`src/hdl/mctw_pkg.sv`:
```
// ----------------------------------------------------------------------------
// mctw_pkg
// shared types, constants and helpers of the multi-channel timeout watchdog
// ----------------------------------------------------------------------------
package mctw_pkg;

	localparam int CHANNELS   = 8;
	localparam int COUNT_BITS = 16;

	localparam int FUNC_W  = 3;
	localparam int CHAN_W  = 3;
	localparam int TMO_W   = 16;
	localparam int MASK_W  = 8;

	localparam longint unsigned COUNT_MAX = (64'd1 << COUNT_BITS) - 64'd1;

	typedef enum logic [FUNC_W-1:0] {
		FN_REGISTER   = 3'd0,
		FN_UNREGISTER = 3'd1,
		FN_ARM        = 3'd2,
		FN_DISARM     = 3'd3,
		FN_TICK       = 3'd4
	} func_t;

	typedef enum logic {
		ST_APPLIED = 1'b0,
		ST_IGNORED = 1'b1
	} status_t;

	typedef logic [COUNT_BITS-1:0] count_t;
	typedef logic [MASK_W-1:0]     mask_t;

	// one operation on its way down the row, collecting its result
	typedef struct packed {
		logic [FUNC_W-1:0] func;
		logic [CHAN_W-1:0] channel;
		logic [TMO_W-1:0]  timeout_ms;
		mask_t             fired_mask;
		mask_t             flag_mask;
		mask_t             armed_mask;
		logic              status;
	} token_t;

	// clamp a requested timeout to what the counter holds
	function automatic count_t sat_count(input logic [TMO_W-1:0] tmo);
		logic [63:0] t64;
		t64 = 64'(tmo);
		if (t64 > COUNT_MAX) begin
			return COUNT_BITS'(COUNT_MAX);
		end
		return COUNT_BITS'(t64);
	endfunction

endpackage

```
`src/hdl/mctw_ifs.sv`:
```
// ----------------------------------------------------------------------------
// mctw request and response channels
// valid/ready streams carrying the watchdog operations and their results
// ----------------------------------------------------------------------------
interface mctw_req_if;
	import mctw_pkg::*;

	logic              valid;
	logic              ready;
	logic [FUNC_W-1:0] func;
	logic [CHAN_W-1:0] channel;
	logic [TMO_W-1:0]  timeout_ms;

	modport source (output valid, func, channel, timeout_ms, input ready);
	modport sink   (input valid, func, channel, timeout_ms, output ready);
endinterface

interface mctw_rsp_if;
	import mctw_pkg::*;

	logic              valid;
	logic              ready;
	logic [MASK_W-1:0] fired_mask;
	logic [MASK_W-1:0] flag_mask;
	logic [MASK_W-1:0] armed_mask;
	logic              status;

	modport source (output valid, fired_mask, flag_mask, armed_mask, status, input ready);
	modport sink   (input valid, fired_mask, flag_mask, armed_mask, status, output ready);
endinterface

```
`src/hdl/mctw_cell.sv`:
```
// ----------------------------------------------------------------------------
// mctw_cell
// one watchdog channel: holds its state, applies a passing operation to it
// and adds its own bits to the operation's result
// ----------------------------------------------------------------------------
module mctw_cell (
	input  logic            clk,
	input  logic            arst_n,
	input  logic            load,
	input  logic            addressable,
	input  logic [2:0]      ch_code,
	input  mctw_pkg::mask_t mask_sel,
	input  mctw_pkg::token_t tok_in,
	output mctw_pkg::token_t tok_out
);
	import mctw_pkg::*;

	logic   present_q, armed_q, flag_q;
	count_t remaining_q;

	logic   present_n, armed_n, flag_n, fire;
	count_t remaining_n, rem_dec;
	logic   hit;
	token_t tok_n;

	assign hit     = addressable && (tok_in.channel == ch_code);
	assign rem_dec = (remaining_q != '0) ? remaining_q - count_t'(1) : '0;

	always_comb begin
		present_n   = present_q;
		armed_n     = armed_q;
		flag_n      = flag_q;
		remaining_n = remaining_q;
		fire        = 1'b0;
		tok_n       = tok_in;
		case (tok_in.func)
			FN_REGISTER: begin
				if (hit) begin
					present_n    = 1'b1;
					armed_n      = 1'b0;
					flag_n       = 1'b0;
					remaining_n  = '0;
					tok_n.status = ST_APPLIED;
				end
			end
			FN_UNREGISTER: begin
				if (hit && present_q) begin
					present_n    = 1'b0;
					armed_n      = 1'b0;
					flag_n       = 1'b0;
					remaining_n  = '0;
					tok_n.status = ST_APPLIED;
				end
			end
			FN_ARM: begin
				if (hit && present_q && (tok_in.timeout_ms != '0)) begin
					armed_n      = 1'b1;
					remaining_n  = sat_count(tok_in.timeout_ms);
					tok_n.status = ST_APPLIED;
				end
			end
			FN_DISARM: begin
				if (hit && present_q) begin
					armed_n      = 1'b0;
					remaining_n  = '0;
					tok_n.status = ST_APPLIED;
				end
			end
			FN_TICK: begin
				if (armed_q) begin
					remaining_n = rem_dec;
					if (rem_dec == '0) begin
						armed_n = 1'b0;
						flag_n  = 1'b1;
						fire    = 1'b1;
					end
				end
			end
			default: begin
			end
		endcase
		tok_n.fired_mask = tok_in.fired_mask | (mask_sel & {MASK_W{fire}});
		tok_n.flag_mask  = tok_in.flag_mask  | (mask_sel & {MASK_W{flag_n}});
		tok_n.armed_mask = tok_in.armed_mask | (mask_sel & {MASK_W{armed_n}});
	end

	always_ff @(posedge clk or negedge arst_n) begin
		if (!arst_n) begin
			present_q   <= 1'b0;
			armed_q     <= 1'b0;
			flag_q      <= 1'b0;
			remaining_q <= '0;
		end else if (load) begin
			present_q   <= present_n;
			armed_q     <= armed_n;
			flag_q      <= flag_n;
			remaining_q <= remaining_n;
		end
	end

	// token register of this stage
	always_ff @(posedge clk) begin
		if (load) begin
			tok_out <= tok_n;
		end
	end

endmodule

```
`src/hdl/multi_channel_timeout_watchdog_top.sv`:
```
// ----------------------------------------------------------------------------
// multi_channel_timeout_watchdog_top
// table of watchdog channels built as a row of channel cells
// ----------------------------------------------------------------------------
// usage
//   req carries one operation per transfer: register, unregister, arm,
//   disarm or a one millisecond tick, with a channel index and a timeout.
//   rsp returns exactly one result per operation, in order: the channels
//   that expired on it, the sticky flags and the armed bits afterwards,
//   and whether it was applied or ignored.
// pipeline
//   an operation walks the row one cell per cycle while the next stage
//   can take it, channel 0 first; each cell applies it to its own channel
//   and adds its bits to the result, and the last cell holds it on rsp.
//   the row is a pipeline, so a new operation can be taken in every
//   cycle while req.ready is high: one transfer per cycle.
// reset
//   arst_n clears every channel (absent, disarmed, count and flag zero)
//   and empties the row; no result is pending afterwards.
// stall
//   while rsp is held off the last stage keeps its result; earlier stages
//   keep moving into empty slots, and req.ready drops only once the whole
//   row is full.
// ----------------------------------------------------------------------------
module multi_channel_timeout_watchdog_top (
	input  logic      clk,
	input  logic      arst_n,
	mctw_req_if.sink  req,
	mctw_rsp_if.source rsp
);
	import mctw_pkg::*;

	// stage occupancy and per-stage move control
	logic [CHANNELS-1:0] vld_q;
	logic [CHANNELS-1:0] free;
	logic [CHANNELS-1:0] load;

	token_t tok_in  [CHANNELS];
	token_t tok_out [CHANNELS];
	token_t req_tok;

	// fresh token: masks start empty, a tick is applied by definition,
	// everything else stays ignored unless its channel's cell takes it
	always_comb begin
		req_tok            = '0;
		req_tok.func       = req.func;
		req_tok.channel    = req.channel;
		req_tok.timeout_ms = req.timeout_ms;
		req_tok.status     = (req.func == FN_TICK) ? ST_APPLIED : ST_IGNORED;
	end

	// a stage can take a token if it is empty or its token moves on
	always_comb begin
		free[CHANNELS-1] = !vld_q[CHANNELS-1] || rsp.ready;
		for (int k = CHANNELS - 2; k >= 0; k--) begin
			free[k] = !vld_q[k] || free[k+1];
		end
	end

	always_comb begin
		load[0] = req.valid && free[0];
		for (int k = 1; k < CHANNELS; k++) begin
			load[k] = vld_q[k-1] && free[k];
		end
	end

	always_ff @(posedge clk or negedge arst_n) begin
		if (!arst_n) begin
			vld_q <= '0;
		end else begin
			vld_q <= load | (vld_q & ~free);
		end
	end

	// the row of channel cells
	for (genvar g = 0; g < CHANNELS; g++) begin : g_cell
		localparam logic  ADDRESSABLE = (g < MASK_W);
		localparam logic [2:0] CODE   = 3'(g);
		localparam mask_t SEL         = (g < MASK_W) ? mask_t'(1 << g) : '0;

		if (g == 0) begin : g_head
			assign tok_in[g] = req_tok;
		end else begin : g_link
			assign tok_in[g] = tok_out[g-1];
		end

		mctw_cell u_cell (
			.clk         (clk),
			.arst_n      (arst_n),
			.load        (load[g]),
			.addressable (ADDRESSABLE),
			.ch_code     (CODE),
			.mask_sel    (SEL),
			.tok_in      (tok_in[g]),
			.tok_out     (tok_out[g])
		);
	end

	// last stage doubles as the output register
	assign req.ready      = free[0];
	assign rsp.valid      = vld_q[CHANNELS-1];
	assign rsp.fired_mask = tok_out[CHANNELS-1].fired_mask;
	assign rsp.flag_mask  = tok_out[CHANNELS-1].flag_mask;
	assign rsp.armed_mask = tok_out[CHANNELS-1].armed_mask;
	assign rsp.status     = tok_out[CHANNELS-1].status;

endmodule

```
`src/flat_wrapper.sv`:
```
// flat-port wrapper written by rule: the top's interface ports become plain ports
module multi_channel_timeout_watchdog_top_flat import mctw_pkg::*;
  (clk, arst_n, req_valid, req_func, req_channel, req_timeout_ms, req_ready, rsp_valid, rsp_fired_mask, rsp_flag_mask, rsp_armed_mask, rsp_status, rsp_ready);
  mctw_req_if req_i ();
  mctw_rsp_if rsp_i ();
  input  logic clk;
  input  logic arst_n;
  input wire logic [$bits(req_i.valid)-1:0] req_valid;
  input wire logic [$bits(req_i.func)-1:0] req_func;
  input wire logic [$bits(req_i.channel)-1:0] req_channel;
  input wire logic [$bits(req_i.timeout_ms)-1:0] req_timeout_ms;
  output wire logic [$bits(req_i.ready)-1:0] req_ready;
  output wire logic [$bits(rsp_i.valid)-1:0] rsp_valid;
  output wire logic [$bits(rsp_i.fired_mask)-1:0] rsp_fired_mask;
  output wire logic [$bits(rsp_i.flag_mask)-1:0] rsp_flag_mask;
  output wire logic [$bits(rsp_i.armed_mask)-1:0] rsp_armed_mask;
  output wire logic [$bits(rsp_i.status)-1:0] rsp_status;
  input wire logic [$bits(rsp_i.ready)-1:0] rsp_ready;
  assign req_i.valid = req_valid;
  assign req_i.func = req_func;
  assign req_i.channel = req_channel;
  assign req_i.timeout_ms = req_timeout_ms;
  assign req_ready = req_i.ready;
  assign rsp_valid = rsp_i.valid;
  assign rsp_fired_mask = rsp_i.fired_mask;
  assign rsp_flag_mask = rsp_i.flag_mask;
  assign rsp_armed_mask = rsp_i.armed_mask;
  assign rsp_status = rsp_i.status;
  assign rsp_i.ready = rsp_ready;
  multi_channel_timeout_watchdog_top u_core (.clk(clk), .arst_n(arst_n), .req(req_i), .rsp(rsp_i));
endmodule
```
`config.mk`:
```
export PLATFORM = sky130hd
export DESIGN_NAME = multi_channel_timeout_watchdog_top_flat
export DESIGN_NICKNAME = d
export VERILOG_FILES = /design/src/hdl/mctw_pkg.sv /design/src/hdl/mctw_ifs.sv /design/src/hdl/mctw_cell.sv /design/src/hdl/multi_channel_timeout_watchdog_top.sv /design/src/flat_wrapper.sv
export SDC_FILE = /design/constraint.sdc
export NUM_CORES = 1
export LEC_CHECK = 0
export BUFFER_PORTS_ARGS = -buffer_cell sky130_fd_sc_hd__buf_2
export CAP_MARGIN = 20
export CELL_PAD_IN_SITES_DETAIL_PLACEMENT = 0
export CELL_PAD_IN_SITES_GLOBAL_PLACEMENT = 1
export CORE_UTILIZATION = 40
export CTS_CLUSTER_SIZE = 8
export DETAILED_ROUTE_END_ITERATION = 6
export PLACE_DENSITY_LB_ADDON = 0.1
export RECOVER_POWER = 100
export REMOVE_ABC_BUFFERS = 1
export SLEW_MARGIN = 10
export SYNTH_ARGS = -nofsm -noshare
export SYNTH_HDL_FRONTEND = slang
export SYNTH_SLANG_ARGS = --single-unit
export TNS_END_PERCENT = 20
```
`constraint.sdc`:
```
create_clock -name clk -period 3.7 [get_ports clk]
set_clock_uncertainty 0.05 [all_clocks]
set_input_delay 0.185 -clock clk [delete_from_list [all_inputs] [get_ports clk]]
set_output_delay 0.185 -clock clk [all_outputs]
set_load 0.02 [all_outputs]
```
-- Word-level counts from Yosys, hierarchy flattened
Index checks and enable logic that the tools add are counted.
- bits in registers: 493
- bits in latches: 0
- memory bits (writable): 0
- memory bits (read-only): 0
- input bits: 26
- output and inout bits: 27
- logic and storage cells: 526
- memories: 0
- add/subtract/negate cells: 8
- multiply operators: 0
- div/mod/pow operators: 0
- magnitude comparators: 0
- equal/unequal tests: 79
- shifts and indexed selects: 0
- multiplexer cells: 215
- bitwise logic cells: 24
- reductions and logical operators: 114
- operators by type and width (kind ; number):
    16-bit 2-to-1 mux ; 40
    16-bit one-hot mux with 4 select lines ; 8
    16-bit nonzero test ; 16
    1-bit 2-to-1 mux ; 135
    16-bit logical NOT ; 8
    16-bit by 1-bit subtractor with 16-bit output (second input constant) ; 8
    2-bit inequality test (second input constant) ; 32
    3-bit by 2-bit == test with 1-bit output (second input constant) ; 18
    1-bit one-hot mux with 3 select lines ; 16
    6-bit AND reduction ; 8
    3-bit == test (second input constant) ; 12
    8-bit bitwise OR ; 4
    1-bit one-hot mux with 4 select lines ; 8
    4-bit AND reduction ; 8
    4-bit nonzero test ; 8
    3-bit by 1-bit == test with 1-bit output (second input constant) ; 9
    3-bit logical NOT ; 9
    1-bit logical AND ; 24
    8-bit by 3-bit bitwise OR with 8-bit output ; 3
    8-bit by 4-bit bitwise OR with 8-bit output ; 3
    8-bit by 5-bit bitwise OR with 8-bit output ; 3
    8-bit by 6-bit bitwise OR with 8-bit output ; 3
    8-bit by 7-bit bitwise OR with 8-bit output ; 3
    2-bit by 1-bit inequality test with 1-bit output (second input constant) ; 8
    9 further kinds ; 46

-- Depth between registers and ports, before layout
- word-level depth: 12
- mapped depth: 10
- mapped depth without buffers: 8

-- By module
From an unflattened synthesis, not the netlist that was laid out.
- cell total of the unflattened synthesis: 2311
- area, all modules: 26395.3 um2
- by module, submodules not included (module ; times used ; cells an instance ; area an instance (um2) ; seq. area each (um2)):
    mctw_cell at u_core.g_cell[0].u_cell ... ; 6 ; 278 ; 3230.6 ; 1886.8
    mctw_cell at u_core.g_cell[7].u_cell ; 1 ; 299 ; 3306.9 ; 1886.8
    mctw_cell at u_core.g_cell[6].u_cell ; 1 ; 304 ; 3274.4 ; 1886.8
    multi_channel_timeout_watchdog_top ; 1 ; 40 ; 430.4 ; 200.2

-- Worst setup path before layout
Ideal clock, no wire load.
- path kind: register to register
- start: register (tool-made name)
- end: register u_core.g_cell[6].u_cell.remaining_q[11]
- library setup time: 135 ps
- arrival: 2758 ps
- required time: 3515 ps
- path slack: 756 ps
- cell stages (with the launch flop): 10
- buffers on the path: 2
- clock period less this slack: 2944 ps
- cells stage by stage: dfrtp_1 -> nand3b_1 -> nand2_1 -> inv_1 -> o21ai_0 -> or3_1 -> clkbuf_1 -> clkbuf_1 -> o21ai_0 -> o21ai_0
- RTL lines (what ; RTL line ; text):
    to (signal assigned) ; mctw_cell.sv:97 ; remaining_q <= remaining_n;
    to (decl) ; mctw_cell.sv:19 ; count_t remaining_q;

-- Worst setup path in the final report
- start: register u_core.g_cell[2].u_cell.remaining_q[0]
- end: register u_core.g_cell[2].u_cell.tok_out[3] (netlist name)
- longest elaborated chain between the ends: 7
- elaborated cells on any way between the ends: 8
- classes of those cells: 1 x add/sub; 4 x mux; 1 x bitwise; 2 x reduce/logical
- RTL lines (what ; RTL line ; text):
    from (decl) ; mctw_cell.sv:19 ;
    from (signal assigned) ; mctw_cell.sv:97 ;
    16-bit by 1-bit subtractor with 16-bit output or 16-bit nonzero test (tied branches) ; mctw_cell.sv:27 ; assign rem_dec = (remaining_q != '0) ? remaining_q - count_t'(1) : '0;
    16-bit 2-to-1 mux (*) ; mctw_cell.sv:27 ;
    16-bit logical NOT (*) ; mctw_cell.sv:72 ; if (rem_dec == '0) begin
    1-bit 2-to-1 mux (*) ; mctw_cell.sv:72 ;
    1-bit 2-to-1 mux (*) ; mctw_cell.sv:70 ; if (armed_q) begin
    1-bit one-hot mux with 4 select lines (*) ; mctw_cell.sv:36 ; case (tok_in.func)
    via u_core.g_cell[2].u_cell.armed_n ; mctw_cell.sv:21 ; logic present_n, armed_n, flag_n, fire;
    8-bit by 3-bit bitwise OR with 8-bit output (*) ; mctw_cell.sv:84 ; tok_n.armed_mask = tok_in.armed_mask | (mask_sel & {MASK_W{armed_n}});
The timed path passes the listed nets; every way through them passes the cells marked *.
A chain may end at the register's enable or synchronous reset.

==> impl.org <==
** Global route
- Global-route wire length before repair :: about 83000 um
- Global-route total usage across every layer :: 0.2067
- The initial antenna violation count was 0.
- Entering global routing, the biggest net connects 58 pins.
- The total overflow left after global routing is 0.
- The number of global-route vias before repair is about 15000.

** STA
- Final critical-path share of the clock period :: 0.8697
- The worst pin sits at a relative slew slack of -0.2040.
- Based on the critical path, the design can be clocked at up to 310.8 MHz.
- The count of final hold-check violations is 0.
- Worst Setup Slack, final :: between 0.4 and 0.5 ns
- Unrepaired setup endpoints after global routing :: false
- The worst path in the final design needs a cycle of between 3 and 4 ns, including I/O delays and setup.
- Number of pins with negative max-slew slack in the final report :: 85
- Worst-Margin Slew :: 1.806 ns
- Number of setup violations in the final report :: 0
- Adding up every negative setup slack in the final design gives 0 ns.

** Placement
- Worst slack at placement :: 0.7840 ns
- At the end of routability-driven placement, the weighted congestion stood at 0.9226.
- Input/output buffers :: 52
- After legalization and detailed placement, the total HPWL measured between 30000 and 40000 um.

** Logic synthesis
- In the synthesized netlist, the number of instances is 1828.
- During synthesis, Yosys emitted a total of 0 warnings.
- The number of different library cells used by synthesis comes to 83.
- Synthesis inferred between 400 and 500 register bits.
- The share of the Yosys chip area taken by registers is 0.6024.
- Of all flip-flops after synthesis, the portion carrying an async set or reset was 0.3721.
- Summing every instance area after synthesis gives 20110 um^2.
- Number of enable-type register cells in the synthesized netlist :: 270
- The most used flip-flop cell after synthesis is edfxtp_1.
- Syn avg cell area :: 11.00 um^2

** Clocking
- In this run the number of H-tree levels came out at 2.
- Number of buffers inserted by post-CTS setup repair :: 0
- After clock tree synthesis, the repair step resized 0 gates.
- Clock tree synthesis selected as its root buffer the cell clkbuf_16.
- For the worst-skew pair, the clock arrives at the later sink with an insertion delay of 0.59 ns.
- After clock tree synthesis, the flow added hold-fix buffers numbering 25.
- TritonCTS built the clock tree.
- Buffers inserted during clock tree synthesis total 60.
- Counting every sink on the clock net gives 430.
- Clock transition at path regs :: around 0.050 ns
- The clock passes through at most 3 buffers.

** Final layout
- Antenna Cells :: 0
- In the final layout, the share of cells above drive strength 1 is 0.06680.
- The area growth from synthesis to layout is 14.41%.
- The multi-input combinational cells in the finished layout cover a total of 7390 um^2.
- In the final layout, flip-flops and latches occupy roughly 12000 um^2.
- Final net count :: roughly 2000
- Commonest non-fill, non-tap cell in the layout :: edfxtp_1
- The top cell types in the final layout, fill and taps aside, are 270 x edfxtp_1, 237 x o21ai_0, 168 x nor2_1, 160 x dfrtp_1, 108 x a21oi_1.
- The layout has roughly 4600 filler cells.

** Critical path
- Required time of the critical path :: 3.97 ns
- Depth of the worst register-to-register path :: 8
- The worst setup path is captured at a register.
- For flop-to-flop paths, the worst setup slack is 0.48 ns.
- In this run the worst path has a maximum fanout of 8.
- Critical path class :: register to register
- The endpoint identified for the worst register-to-register timing path is u_core.g_cell[2].u_cell.tok_out[3]$_DFFE_PP_.
- STA puts the critical path data arrival time at 3.49 ns.
- Startpoint class of the critical path :: register
- R2R Path Start :: u_core.g_cell[2].u_cell.remaining_q[0]$_DFFE_PN0P_

** Floorplan
- The die covers 51170 um^2.
- Measured along the x axis, the die boundary spans 226.2 um.
- Starting Density :: 0.4082
- Row generation in the floorplan step produced 81 rows.
- Floorplan Core Area :: 49250 um^2
- IO Count :: 53
- Chip Height :: about 230 um

** Run
- Maximum capacitance violations :: 2

** Route
- The detailed router finished its first iteration with roughly 1400 violations.
- Routed wire length :: 51720 um
- After detailed routing, the number of remaining DRC violations is 0.
- Average vias per placed instance :: 5.730
- In the final routed layout, each cell accounts on average for 19.59 um.
- Vias after detailed routing :: 15130
- The pre-antenna-repair detailed-routing pass consisted of 6 iterations.
- Antenna-violating nets left :: 0

** Worst hold path
- Hold WC Path Type :: input port to register
- Instance count along the most critical hold path :: 3
- Worst min-delay path startpoint :: req_valid

** Status
- The checks that failed: capacitance limit, slew limit.
- Run status :: finished, violations left

** Power
- VDD IR-drop max :: 0.3339 mV
- Leak pwr :: 8.331 nW
- PwrDens :: 798.8 nW/um^2
-- stage by stage --
| stage | hold slack (ns) | power, mW | util | instances | cell area, um^2 |
|---|---|---|---|---|---|
| after floorplan | -0.1606 | 11.53 | - | 1754 | 19810 |
| after CTS | 0.1061 | 18.57 | 0.4697 | 2639 | 23140 |
| after detailed placement | 0.1813 | 13.42 | 0.4298 | 2505 | 21170 |
| final | 0.3184 | 18.38 | 0.4670 | 2640 | 23000 |
| after global placement | 0.1756 | 13.39 | 0.4296 | 2504 | 21160 |
| after global routing | 0.3043 | 19.62 | 0.4670 | 2640 | 23000 |
-- synthesized netlist by cell type, drive strengths merged, types with 12 or more instances --
library cell	number	area share
nand2b	16	0.0050
o22ai	12	0.0037
nor2	168	0.031
a21oi	108	0.027
o31ai	15	0.0058
edfxtp	270	0.40
or4	14	0.0054
nand4	27	0.0084
a211oi	14	0.0052
a22oi	42	0.016
xnor2	13	0.0057
dfrtp	160	0.20
nor4	71	0.026
nor3	63	0.016
nor3b	18	0.0077
o21ai	244	0.061
a32oi	35	0.015
or3	19	0.0059
a31oi	24	0.0075
nand3	29	0.0075
and2	17	0.0053
inv	77	0.014
clkbuf	63	0.012
nand2	104	0.019
-- layout make-up --
type / instances / share of cell area
clock inverters: 1 / 0.0002176
inverters: 77 / 0.01256
flip-flops and latches: 430 / 0.5265
multi-input cells: 1247 / 0.3212
repair buffers: 113 / 0.02888
well taps: 664 / 0.03612
clock buffers: 108 / 0.07446
-- layer usage --
metal | part of all wire | track usage | wire, um
met5 | 0 | 0 | 0
met4 | 0.024 | 0.06103 | 1259
met3 | 0.040 | 0.03227 | 2084
met2 | 0.49 | 0.3485 | 25360
met1 | 0.44 | 0.2735 | 23010
-- sequential cells by signal, summed over array words and instances, names as in the netlist, named ones only --
register,count
u_core.g_cell.u_cell.remaining_q,128
u_core.g_cell.u_cell.tok_out,270
u_core.g_cell.u_cell.flag_q,8
u_core.g_cell.u_cell.present_q,8
u_core.g_cell.u_cell.armed_q,8
-- worst max-delay path by stage --
stage	cells after the start	start	endpoint	slack [ns]
final	8	u_core.g_cell[2].u_cell.remaining_q[0]$_DFFE_PN0P_	u_core.g_cell[2].u_cell.tok_out[3]$_DFFE_PP_	0.48
after global routing	8	u_core.g_cell[2].u_cell.remaining_q[0]$_DFFE_PN0P_	u_core.g_cell[2].u_cell.tok_out[3]$_DFFE_PP_	0.22
after CTS	8	u_core.g_cell[0].u_cell.remaining_q[0]$_DFFE_PN0P_	u_core.g_cell[0].u_cell.flag_q$_DFFE_PN0P_	0.77
after detailed placement	8	u_core.g_cell[0].u_cell.remaining_q[0]$_DFFE_PN0P_	u_core.g_cell[0].u_cell.flag_q$_DFFE_PN0P_	0.78
after global placement	8	u_core.g_cell[0].u_cell.remaining_q[0]$_DFFE_PN0P_	u_core.g_cell[0].u_cell.flag_q$_DFFE_PN0P_	0.82
after floorplan	7	register	u_core.g_cell[6].u_cell.remaining_q[1]$_DFFE_PN0P_	0.74
-- worst max-delay path: stages, from the launching register on --
cell and delay, ns:
dfrtp_1 0.40, inv_1 0.12, ha_1 0.25, nor3b_1 0.69
nand3_2 0.33, or3_1 0.39, mux2_2 0.32, nor4_4 0.31
nor2_1 0.09
-- power breakdown --
part           switching (mW)  internal [mW]  leakage, nW  total (mW)
clock                    1.96           3.06        0.817        5.02
combinational            3.47           1.92         2.77        5.38
sequential               1.28           6.69         4.75        7.97
-- cells by family after synthesis --
kind of cell	share of synthesized area
mux	0.01108
simple gates	0.1632
fa+ha+maj	0.004978
compound gates	0.1817
flops	0.6024
buf+inv	0.02925
xor+xnor	0.007405
No activity file was read; power rests on OpenSTA's default activity.
